--- config.mk ---
export PLATFORM = sky130hd
export DESIGN_NAME = online_linear_regression_sgd_core
export DESIGN_NICKNAME = d
export VERILOG_FILES = /design/src/hw/rtl/olrs_pkg.sv /design/src/hw/rtl/online_linear_regression_sgd_core.sv /design/src/hw/rtl/olrs_ctrl.sv /design/src/hw/rtl/olrs_datapath.sv
export SDC_FILE = /design/constraint.sdc
export NUM_CORES = 2
export LEC_CHECK = 0
export BUFFER_PORTS_ARGS = -buffer_cell sky130_fd_sc_hd__buf_2
export CAP_MARGIN = 25
export CELL_PAD_IN_SITES_DETAIL_PLACEMENT = 0
export CELL_PAD_IN_SITES_GLOBAL_PLACEMENT = 1
export CORE_AREA = 2 2 434 307
export DETAILED_ROUTE_END_ITERATION = 6
export DIE_AREA = 0 0 436 309
export PLACE_DENSITY_LB_ADDON = 0.15
export SLEW_MARGIN = 20
export SYNTH_ARGS = -nofsm -noshare
export SYNTH_HDL_FRONTEND = slang
export SYNTH_HIERARCHICAL = 1
export SYNTH_SLANG_ARGS = --single-unit
--- constraint.sdc ---
create_clock -name clock -period 11.3 [get_ports clock]
set_input_delay 3.39 -clock clock [delete_from_list [all_inputs] [get_ports clock]]
set_output_delay 3.39 -clock clock [all_outputs]
set_load 0.1 [all_outputs]
--- src/hw/rtl/olrs_pkg.sv ---
// ----------------------------------------------------------------------------
// olrs_pkg
// Shared constants, types and saturation helper for the online LMS
// regression core.
// ----------------------------------------------------------------------------
package olrs_pkg;

   localparam int MAX_FEATURES = 8;
   localparam int LANE_IDX_W   = $clog2(MAX_FEATURES);
   localparam int LANE_CNT_W   = 4;
   localparam int ACC_W        = 52;
   localparam int MUL_A_W      = 33;
   localparam int MUL_B_W      = 17;
   localparam int PROD_W       = MUL_A_W + MUL_B_W;
   localparam int STEP_W       = 48;

   localparam logic [LANE_CNT_W-1:0] LANE_MAX = LANE_CNT_W'(MAX_FEATURES);

   // register indexes
   localparam logic CSR_LEARNING_RATE = 1'b0;
   localparam logic CSR_FEATURE_COUNT = 1'b1;

   localparam logic [15:0] LR_RESET = 16'd655;
   localparam logic [3:0]  FC_RESET = 4'd8;

   localparam logic signed [63:0] SAT_HI = 64'sh0000_0000_7FFF_FFFF;
   localparam logic signed [63:0] SAT_LO = 64'shFFFF_FFFF_8000_0000;

   // per-cycle datapath commands
   typedef struct packed {
      logic load;
      logic mac_mul;
      logic mac_add;
      logic pred;
      logic err;
      logic step_mul;
      logic bias_upd;
      logic upd_lo;
      logic upd_hi;
      logic upd_sum;
      logic upd_add;
      logic out_load;
   } ctl_cmd_type;

   typedef struct packed {
      logic lanes_zero;
      logic last_lane;
      logic train;
      logic out_free;
   } dp_status_type;

   // {clipped flag, 32-bit value}
   function automatic logic [32:0] sat32(input logic signed [63:0] v);
      logic [32:0] r;
      if (v > SAT_HI) begin
         r = {1'b1, 32'h7FFF_FFFF};
      end else if (v < SAT_LO) begin
         r = {1'b1, 32'h8000_0000};
      end else begin
         r = {1'b0, v[31:0]};
      end
      return r;
   endfunction

endpackage

--- src/hw/rtl/online_linear_regression_sgd_core.sv ---
// ----------------------------------------------------------------------------
// online_linear_regression_sgd_core
// LMS linear regression: predicts bias + w.x per item and, on a train item,
// updates each weight by learning_rate * error * feature and the bias by learning_rate * error.
// ----------------------------------------------------------------------------
// L = lanes in use (feature_count clamped to 8). A predict item runs the
// dot product over L lanes, then prediction and error; a train item then
// also updates the bias and the L weights.
// One item in flight at a time; the next is taken the cycle after the result
// has moved to the output register. A stalled full output register holds the
// finished item back. All multiplies go through the single shared 33x17
// multiplier. Reset (synchronous, high) clears weights and bias and
// restores learning_rate = 655, feature_count = 8.
module online_linear_regression_sgd_core
   import olrs_pkg::*;
(
   input  logic               clock,
   input  logic               reset,
   // config writes, always ready
   input  logic               csr_valid,
   output logic               csr_ready,
   input  logic               csr_index,
   input  logic [15:0]        csr_data,
   // sample items
   input  logic               req_valid,
   output logic               req_stall,
   input  logic               req_cmd,
   input  logic signed [15:0] req_feature_0,
   input  logic signed [15:0] req_feature_1,
   input  logic signed [15:0] req_feature_2,
   input  logic signed [15:0] req_feature_3,
   input  logic signed [15:0] req_feature_4,
   input  logic signed [15:0] req_feature_5,
   input  logic signed [15:0] req_feature_6,
   input  logic signed [15:0] req_feature_7,
   input  logic signed [15:0] req_target,
   // result items
   output logic               rsp_valid,
   input  logic               rsp_stall,
   output logic signed [31:0] rsp_prediction,
   output logic signed [31:0] rsp_error,
   output logic               rsp_saturated
);

   ctl_cmd_type        cmd;
   dp_status_type      status;
   logic signed [15:0] feature [MAX_FEATURES];

   // config must only be written while idle (the block does not enforce it), so no backpressure needed
   assign csr_ready = 1'b1;

   assign feature[0] = req_feature_0;
   assign feature[1] = req_feature_1;
   assign feature[2] = req_feature_2;
   assign feature[3] = req_feature_3;
   assign feature[4] = req_feature_4;
   assign feature[5] = req_feature_5;
   assign feature[6] = req_feature_6;
   assign feature[7] = req_feature_7;

   olrs_ctrl u_ctrl (
      .clock     (clock),
      .reset     (reset),
      .req_valid (req_valid),
      .req_stall (req_stall),
      .status    (status),
      .cmd       (cmd)
   );

   olrs_datapath u_datapath (
      .clock          (clock),
      .reset          (reset),
      .cmd            (cmd),
      .status         (status),
      .csr_valid      (csr_valid),
      .csr_index      (csr_index),
      .csr_data       (csr_data),
      .req_cmd        (req_cmd),
      .req_feature    (feature),
      .req_target     (req_target),
      .rsp_valid      (rsp_valid),
      .rsp_stall      (rsp_stall),
      .rsp_prediction (rsp_prediction),
      .rsp_error      (rsp_error),
      .rsp_saturated  (rsp_saturated)
   );

endmodule

--- src/hw/rtl/olrs_ctrl.sv ---
// ----------------------------------------------------------------------------
// olrs_ctrl
// Sequencer: steps the datapath through the dot product, error and, on a train
// item, the bias and per-lane weight updates, then hands the result to the output register.
// ----------------------------------------------------------------------------
module olrs_ctrl
   import olrs_pkg::*;
(
   input  logic          clock,
   input  logic          reset,
   input  logic          req_valid,
   output logic          req_stall,
   input  dp_status_type status,
   output ctl_cmd_type   cmd
);

   typedef enum logic [11:0] {
      ST_IDLE     = 12'b0000_0000_0001,
      ST_MAC_MUL  = 12'b0000_0000_0010,
      ST_MAC_ADD  = 12'b0000_0000_0100,
      ST_PRED     = 12'b0000_0000_1000,
      ST_ERR      = 12'b0000_0001_0000,
      ST_STEP_MUL = 12'b0000_0010_0000,
      ST_BIAS_UPD = 12'b0000_0100_0000,
      ST_UPD_LO   = 12'b0000_1000_0000,
      ST_UPD_HI   = 12'b0001_0000_0000,
      ST_UPD_SUM  = 12'b0010_0000_0000,
      ST_UPD_ADD  = 12'b0100_0000_0000,
      ST_FINISH   = 12'b1000_0000_0000
   } state_type;

   state_type state_ff, state_in;

   assign req_stall = (state_ff != ST_IDLE);

   always_comb begin
      state_in = state_ff;
      cmd      = '0;
      case (state_ff)
         ST_IDLE: begin
            if (req_valid) begin
               cmd.load = 1'b1;
               state_in = status.lanes_zero ? ST_PRED : ST_MAC_MUL;
            end
         end
         ST_MAC_MUL: begin
            cmd.mac_mul = 1'b1;
            state_in    = ST_MAC_ADD;
         end
         ST_MAC_ADD: begin
            cmd.mac_add = 1'b1;
            state_in    = status.last_lane ? ST_PRED : ST_MAC_MUL;
         end
         ST_PRED: begin
            cmd.pred = 1'b1;
            state_in = ST_ERR;
         end
         ST_ERR: begin
            cmd.err  = 1'b1;
            state_in = status.train ? ST_STEP_MUL : ST_FINISH;
         end
         ST_STEP_MUL: begin
            cmd.step_mul = 1'b1;
            state_in     = ST_BIAS_UPD;
         end
         ST_BIAS_UPD: begin
            cmd.bias_upd = 1'b1;
            state_in     = status.lanes_zero ? ST_FINISH : ST_UPD_LO;
         end
         ST_UPD_LO: begin
            cmd.upd_lo = 1'b1;
            state_in   = ST_UPD_HI;
         end
         ST_UPD_HI: begin
            cmd.upd_hi = 1'b1;
            state_in   = ST_UPD_SUM;
         end
         ST_UPD_SUM: begin
            cmd.upd_sum = 1'b1;
            state_in    = ST_UPD_ADD;
         end
         ST_UPD_ADD: begin
            cmd.upd_add = 1'b1;
            state_in    = status.last_lane ? ST_FINISH : ST_UPD_LO;
         end
         ST_FINISH: begin
            if (status.out_free) begin
               cmd.out_load = 1'b1;
               state_in     = ST_IDLE;
            end
         end
         default: begin
            state_in = ST_IDLE;
         end
      endcase
   end

   always_ff @(posedge clock) begin
      if (reset) begin
         state_ff <= ST_IDLE;
      end else begin
         state_ff <= state_in;
      end
   end

endmodule

--- src/hw/rtl/olrs_datapath.sv ---
// ----------------------------------------------------------------------------
// olrs_datapath
// Weight and bias storage, config registers, one shared 33x17 multiplier,
// accumulator, saturating adders and the output register.
// ----------------------------------------------------------------------------
module olrs_datapath
   import olrs_pkg::*;
(
   input  logic                clock,
   input  logic                reset,
   input  ctl_cmd_type         cmd,
   output dp_status_type       status,
   input  logic                csr_valid,
   input  logic                csr_index,
   input  logic [15:0]         csr_data,
   input  logic                req_cmd,
   input  logic signed [15:0]  req_feature [MAX_FEATURES],
   input  logic signed [15:0]  req_target,
   output logic                rsp_valid,
   input  logic                rsp_stall,
   output logic signed [31:0]  rsp_prediction,
   output logic signed [31:0]  rsp_error,
   output logic                rsp_saturated
);

   logic [15:0]             lr_ff, lr_in;
   logic [3:0]              fc_ff, fc_in;
   logic signed [31:0]      weight_ff [MAX_FEATURES];
   logic signed [31:0]      weight_in [MAX_FEATURES];
   logic signed [31:0]      bias_ff, bias_in;
   logic signed [15:0]      feat_ff [MAX_FEATURES];
   logic signed [15:0]      tgt_ff;
   logic                    train_ff;
   logic signed [ACC_W-1:0] acc_ff, acc_in;
   logic signed [PROD_W-1:0] prod_ff;
   logic signed [STEP_W-1:0] step_ff;
   logic signed [32:0]      lo_ff;
   logic signed [63:0]      sum_ff;
   logic signed [31:0]      pred_ff, pred_in;
   logic signed [31:0]      err_ff, err_in;
   logic                    sat_ff, sat_in;
   logic [LANE_CNT_W-1:0]   cnt_ff, cnt_in;
   logic                    rsp_valid_ff, rsp_valid_in;
   logic signed [31:0]      rsp_pred_ff, rsp_err_ff;
   logic                    rsp_sat_ff;

   logic [LANE_CNT_W-1:0]   lanes;
   logic [LANE_IDX_W-1:0]   idx;
   logic signed [MUL_A_W-1:0] mul_a;
   logic signed [MUL_B_W-1:0] mul_b;
   logic signed [PROD_W-1:0]  mul_p;
   logic [32:0]             clip;

   assign lanes = (fc_ff > LANE_MAX) ? LANE_MAX : fc_ff;
   assign idx   = cnt_ff[LANE_IDX_W-1:0];

   assign status.lanes_zero = (lanes == '0);
   assign status.last_lane  = ((cnt_ff + LANE_CNT_W'(1)) == lanes);
   assign status.train      = train_ff;
   assign status.out_free   = !rsp_valid_ff || !rsp_stall;

   // shared multiplier operand select
   always_comb begin
      mul_a = '0;
      mul_b = '0;
      if (cmd.mac_mul) begin
         mul_a = MUL_A_W'(weight_ff[idx]);
         mul_b = MUL_B_W'(feat_ff[idx]);
      end else if (cmd.step_mul) begin
         mul_a = MUL_A_W'(err_ff);
         mul_b = $signed({1'b0, lr_ff});
      end else if (cmd.upd_lo) begin
         mul_a = $signed({17'b0, step_ff[15:0]});
         mul_b = MUL_B_W'(feat_ff[idx]);
      end else if (cmd.upd_hi) begin
         mul_a = MUL_A_W'($signed(step_ff[STEP_W-1:16]));
         mul_b = MUL_B_W'(feat_ff[idx]);
      end
   end

   assign mul_p = mul_a * mul_b;

   always_comb begin
      lr_in        = lr_ff;
      fc_in        = fc_ff;
      weight_in    = weight_ff;
      bias_in      = bias_ff;
      acc_in       = acc_ff;
      pred_in      = pred_ff;
      err_in       = err_ff;
      sat_in       = sat_ff;
      cnt_in       = cnt_ff;
      rsp_valid_in = rsp_valid_ff;
      clip         = '0;

      if (csr_valid) begin
         case (csr_index)
            CSR_LEARNING_RATE: lr_in = csr_data;
            CSR_FEATURE_COUNT: fc_in = csr_data[3:0];
            default: ;
         endcase
      end

      if (cmd.load) begin
         acc_in = ACC_W'($signed({bias_ff, 8'h00}));
         sat_in = 1'b0;
         cnt_in = '0;
      end

      if (cmd.mac_add) begin
         acc_in = acc_ff + ACC_W'(prod_ff);
         cnt_in = cnt_ff + LANE_CNT_W'(1);
      end

      if (cmd.pred) begin
         clip    = sat32(64'(acc_ff >>> 8));
         pred_in = clip[31:0];
         sat_in  = sat_ff | clip[32];
      end

      if (cmd.err) begin
         if (train_ff) begin
            clip   = sat32(64'($signed({tgt_ff, 8'h00})) - 64'(pred_ff));
            err_in = clip[31:0];
            sat_in = sat_ff | clip[32];
         end else begin
            err_in = '0;
         end
      end

      // bias step uses the lr*err product still in the product register
      if (cmd.bias_upd) begin
         clip    = sat32(64'(bias_ff) + 64'(prod_ff >>> 16));
         bias_in = clip[31:0];
         sat_in  = sat_ff | clip[32];
         cnt_in  = '0;
      end

      if (cmd.upd_add) begin
         clip           = sat32(64'(weight_ff[idx]) + (sum_ff >>> 24));
         weight_in[idx] = clip[31:0];
         sat_in         = sat_ff | clip[32];
         cnt_in         = cnt_ff + LANE_CNT_W'(1);
      end

      if (rsp_valid_ff && !rsp_stall) begin
         rsp_valid_in = 1'b0;
      end
      if (cmd.out_load) begin
         rsp_valid_in = 1'b1;
      end
   end

   always_ff @(posedge clock) begin
      if (reset) begin
         lr_ff        <= LR_RESET;
         fc_ff        <= FC_RESET;
         weight_ff    <= '{default: '0};
         bias_ff      <= '0;
         rsp_valid_ff <= 1'b0;
      end else begin
         lr_ff        <= lr_in;
         fc_ff        <= fc_in;
         weight_ff    <= weight_in;
         bias_ff      <= bias_in;
         rsp_valid_ff <= rsp_valid_in;
      end
   end

   always_ff @(posedge clock) begin
      acc_ff  <= acc_in;
      pred_ff <= pred_in;
      err_ff  <= err_in;
      sat_ff  <= sat_in;
      cnt_ff  <= cnt_in;
      prod_ff <= mul_p;
      if (cmd.load) begin
         feat_ff  <= req_feature;
         tgt_ff   <= req_target;
         train_ff <= req_cmd;
      end
      if (cmd.bias_upd) begin
         step_ff <= prod_ff[STEP_W-1:0];
      end
      if (cmd.upd_hi) begin
         lo_ff <= prod_ff[32:0];
      end
      if (cmd.upd_sum) begin
         sum_ff <= (64'(prod_ff) <<< 16) + 64'(lo_ff);
      end
      if (cmd.out_load) begin
         rsp_pred_ff <= pred_ff;
         rsp_err_ff  <= err_ff;
         rsp_sat_ff  <= sat_ff;
      end
   end

   assign rsp_valid      = rsp_valid_ff;
   assign rsp_prediction = rsp_pred_ff;
   assign rsp_error      = rsp_err_ff;
   assign rsp_saturated  = rsp_sat_ff;

endmodule
==> results by group <==
Status
  • Run status: completed

Pwr
  • Max VDD drop: 0.206 mV
  • Switching power: 3630 µW
  • Power Density: 147 nW/µm²
  • Comb pwr share: 0.320
  • Internal power: 6090 µW
  • Leakage: 0.0291 µW
  • Sequential power share: 0.377
  • Sw Ratio: 0.373
  • Clock power frac: 0.303

Placement
  • HPWL Detailed: 158,000 µm
  • Port-buffer cells: 233
  • Cells after DPL: 7,778
  • Placed inst area: 62,900 µm²
  • DP Worst Slack: 1.18 ns
  • GPL Wtd Cong: 0.961

Clock network
  • CTS Hold Buffers Added: 0
  • Post-CTS setup repair buffer count: 0
  • Clk slew on worst S/H paths: 0.07 ns
  • CTS Buffer Depth: 3
  • CTS tree: done
  • Cts bufs inserted: 84
  • Clock Sinks: 807
  • # resized after CTS: 0
  • Worst skew pair latency: 0.72 ns
  • Clk root buf: clkbuf_16
  • H-tree levels: 3

Critical path
  • Top cell by count, worst path: fa_1
  • R2R setup slack: 0.97 ns
  • Worst r2r src: u_ctrl/state_ff[5]
  • CP max-delay cell: or4_4
  • Critical Path RT: 11.85 ns
  • Type of origin of the critical path: flop
  • Worst path arrival time: 10.88 ns
  • Reg2reg end: u_datapath/prod_ff[46]
  • Critical Path End Type: flop
  • Worst-path fanout max: 34
  • CP Buf/Inv Count: 6
  • Largest stage delay, worst path: 0.59 ns
  • Worst r2r path cells: 31
  • Crit path kind: reg2reg
  • CP top delay family: adder cells

Routing
  • Routed wire per std cell: 26.1 µm
  • Vias: 46,867
  • Initial DRC count: 4,797
  • Remaining DRCs: 0
  • Drt total wl: 208,000 µm
  • Via density: 5.90
  • Post-route ant nets: 0
  • DR pass1 iterations: 6

Yosys
  • Post-Synthesis Cells: 5,975
  • Post-synth EDFFs: 435
  • Synthesized area per cell: 9.97 µm²
  • Primary FF master, synth: edfxtp_1
  • Syn Nets: 6,985
  • Sequential share of the synthesized area: 0.344
  • Syn Std Cell Area: 59,600 µm²
  • Synth unique cells: 96
  • Yosys warns: 6
  • Synth top area cells: edfxtp_1 22%, fa_1 18%, dfxtp_1 13%
  • Leading area contributor after synthesis: edfxtp_1
  • Async set or reset register ratio after synthesis: 0
  • Top-area cell type share of the netlist area: 0.219
  • Yosys reg bits: 807

Hold path
  • WHS Path Cells: 2
  • Worst Hold Endpoint: u_datapath/lr_ff[8]
  • Hold Path Class: reg2reg
  • Hold Crit Start: u_datapath/lr_ff[8]

Layout
  • Non-Filler Instances: 7,945
  • Layout cell share with drive strength beyond 1: 0.113
  • Post-route cell area: 65,900 µm²
  • Area Growth Syn to Fin: 10.7%
  • NumNets Final: 7,129

Die
  • # IOs: 235
  • Starting Density: 0.457
  • Num rows: 111
  • Die area: 135,000 µm²
  • Core area: 130,000 µm²
  • Die Ht: 309 µm
  • Die width: 436 µm

STA
  • Final TNS setup: 0 ns
  • Min cycle time layout: 10.33 ns
  • Slew at the pin closest to its max-slew limit: 1.19 ns
  • Final worst slack: 0.973 ns
  • Final setup vio count: 0
  • Fin. max-slew vios: 0
  • Final hold slack: 0.465 ns
  • Skew final: 0.0582 ns
  • F_max: 96.8 MHz
  • Worst slew margin: 0.196
  • Unrepaired setup endpoints after global routing: false
  • Final period util: 0.914
  • Final hold vios: 0

Global route
  • Largest net degree at the start of global routing: 90
  • Vias in the first global route: 45,921
  • GRT Total Usage: 0.307
  • GRT overflow: 0
  • Initial antenna violation count: 9
  • First-pass GRT wire length: 309,000 µm

Job
  • Total of max-cap violations: 0
[how the worst max path moves through the flow]
stage | startpoint | depth (start not counted) | to | slack [ns]
floorplan | u_datapath/cnt_ff[0] | 33 | u_datapath/prod_ff[49] | 1.88
global placement | u_ctrl/state_ff[8] | 29 | u_datapath/prod_ff[46] | 0.95
detailed placement | u_ctrl/state_ff[5] | 31 | u_datapath/prod_ff[46] | 1.18
CTS | u_ctrl/state_ff[5] | 31 | u_datapath/prod_ff[46] | 1.04
global route | u_ctrl/state_ff[4] | 31 | u_datapath/prod_ff[46] | 0.33
finish | u_ctrl/state_ff[5] | 31 | u_datapath/prod_ff[46] | 0.97
[worst register-to-register path, delay by kind of cell (launching register included)]
family                   cells  cell delay, ns
AND/OR/NAND/NOR             10            2.32
buffers and inverters        6            1.20
adder cells (fa/ha/maj)      7            3.61
flip-flops                   1            0.38
AO/OA/AOI/OAI                8            2.66
[power groups by stage]
stage | logic [µW] | registers (µW) | clock network, µW
6_report | 3110 | 3670 | 2940
3_5_place_dp | 3010 | 3730 | 0
3_3_place_gp | 2990 | 3720 | 0
5_1_grt | 3350 | 3690 | 3100
2_1_floorplan | 1990 | 3610 | 0
4_1_cts | 3030 | 3670 | 2990
[placed cells by master, fill, tap and decap left out, types with 59 or more instances in the layout]
cell	instances
a211oi_1	68
a21o_1	178
a21oi_1	370
a221o_1	251
buf_2	233
buf_4	129
clkbuf_16	84
dfxtp_1	372
edfxtp_1	435
fa_1	529
ha_1	314
inv_1	702
mux2_2	59
mux2i_1	88
nand2_1	495
nand3_1	77
nor2_1	546
nor2b_1	66
o21ai_0	153
xnor2_1	141
xor2_1	71
[cell usage after synthesis (41+ instances only)]
| cell | count |
|---|---|
| edfxtp_1 | 435 |
| nor2b_1 | 69 |
| nor2_1 | 557 |
| clkbuf_1 | 266 |
| a21o_1 | 178 |
| o21ai_0 | 158 |
| a221o_1 | 251 |
| dfxtp_1 | 372 |
| nand2b_1 | 41 |
| nand3_1 | 77 |
| inv_1 | 702 |
| mux2_2 | 59 |
| a21oi_1 | 380 |
| nor3_1 | 63 |
| nand2_1 | 496 |
| a211oi_1 | 68 |
| fa_1 | 529 |
| xnor2_1 | 143 |
| ha_1 | 314 |
| xor2_1 | 71 |
| mux2i_1 | 88 |
[per-stage QoR]
stage / util / total power (µW)
2_1_floorplan: - / 5600
3_5_place_dp: 0.483 / 6740
5_1_grt: 0.506 / 10100
4_1_cts: 0.505 / 9680
6_report: 0.506 / 9720
3_3_place_gp: 0.483 / 6710
[layout make-up]
| class | count | area, µm² |
|---|---|---|
| Multi-Input combinational cell | 4155 | 35500 |
| Inverter | 703 | 2640 |
| Clock buffer | 116 | 2340 |
| Timing Repair Buffer | 368 | 2230 |
| Sequential cell | 807 | 20500 |
| Fill cell | 12126 | 64300 |
| Clock inverter | 37 | 531 |
| Antenna cell | 8 | 20.0 |
| Tap cell | 1751 | 2190 |
[routing by layer]
layer | part of all wire | global-route usage
met5 | 0.00017 | 0
met4 | 0.024 | 0.0771
met3 | 0.11 | 0.0963
met2 | 0.41 | 0.434
met1 | 0.45 | 0.453
[logic make-up after synthesis]
family	count (synthesis)	synth area share
mux	163	0.0320
fa+ha+maj	843	0.244
other cells	1	0.0000629
compound gates	1415	0.168
xor+xnor	214	0.0315
buf+inv	1013	0.0650
flops	807	0.344
simple gates	1519	0.115
[flip-flops by register name, summed over array words and instances (netlist names), 4 cells and up]
signal	flops
u_datapath/sum_ff	40
u_datapath/err_ff	32
u_datapath/rsp_error	32
u_datapath/step_ff	48
u_datapath/bias_ff	32
u_datapath/prod_ff	50
u_datapath/pred_ff	32
u_datapath/cnt_ff	4
u_datapath/lo_ff	17
u_datapath/tgt_ff	16
u_datapath/acc_ff	52
u_datapath/lr_ff	16
u_ctrl/state_ff	12
u_datapath/rsp_prediction	32
u_datapath/weight_ff	256
u_datapath/fc_ff	4
u_datapath/feat_ff	128
No activity file was read; power rests on OpenSTA's default activity.
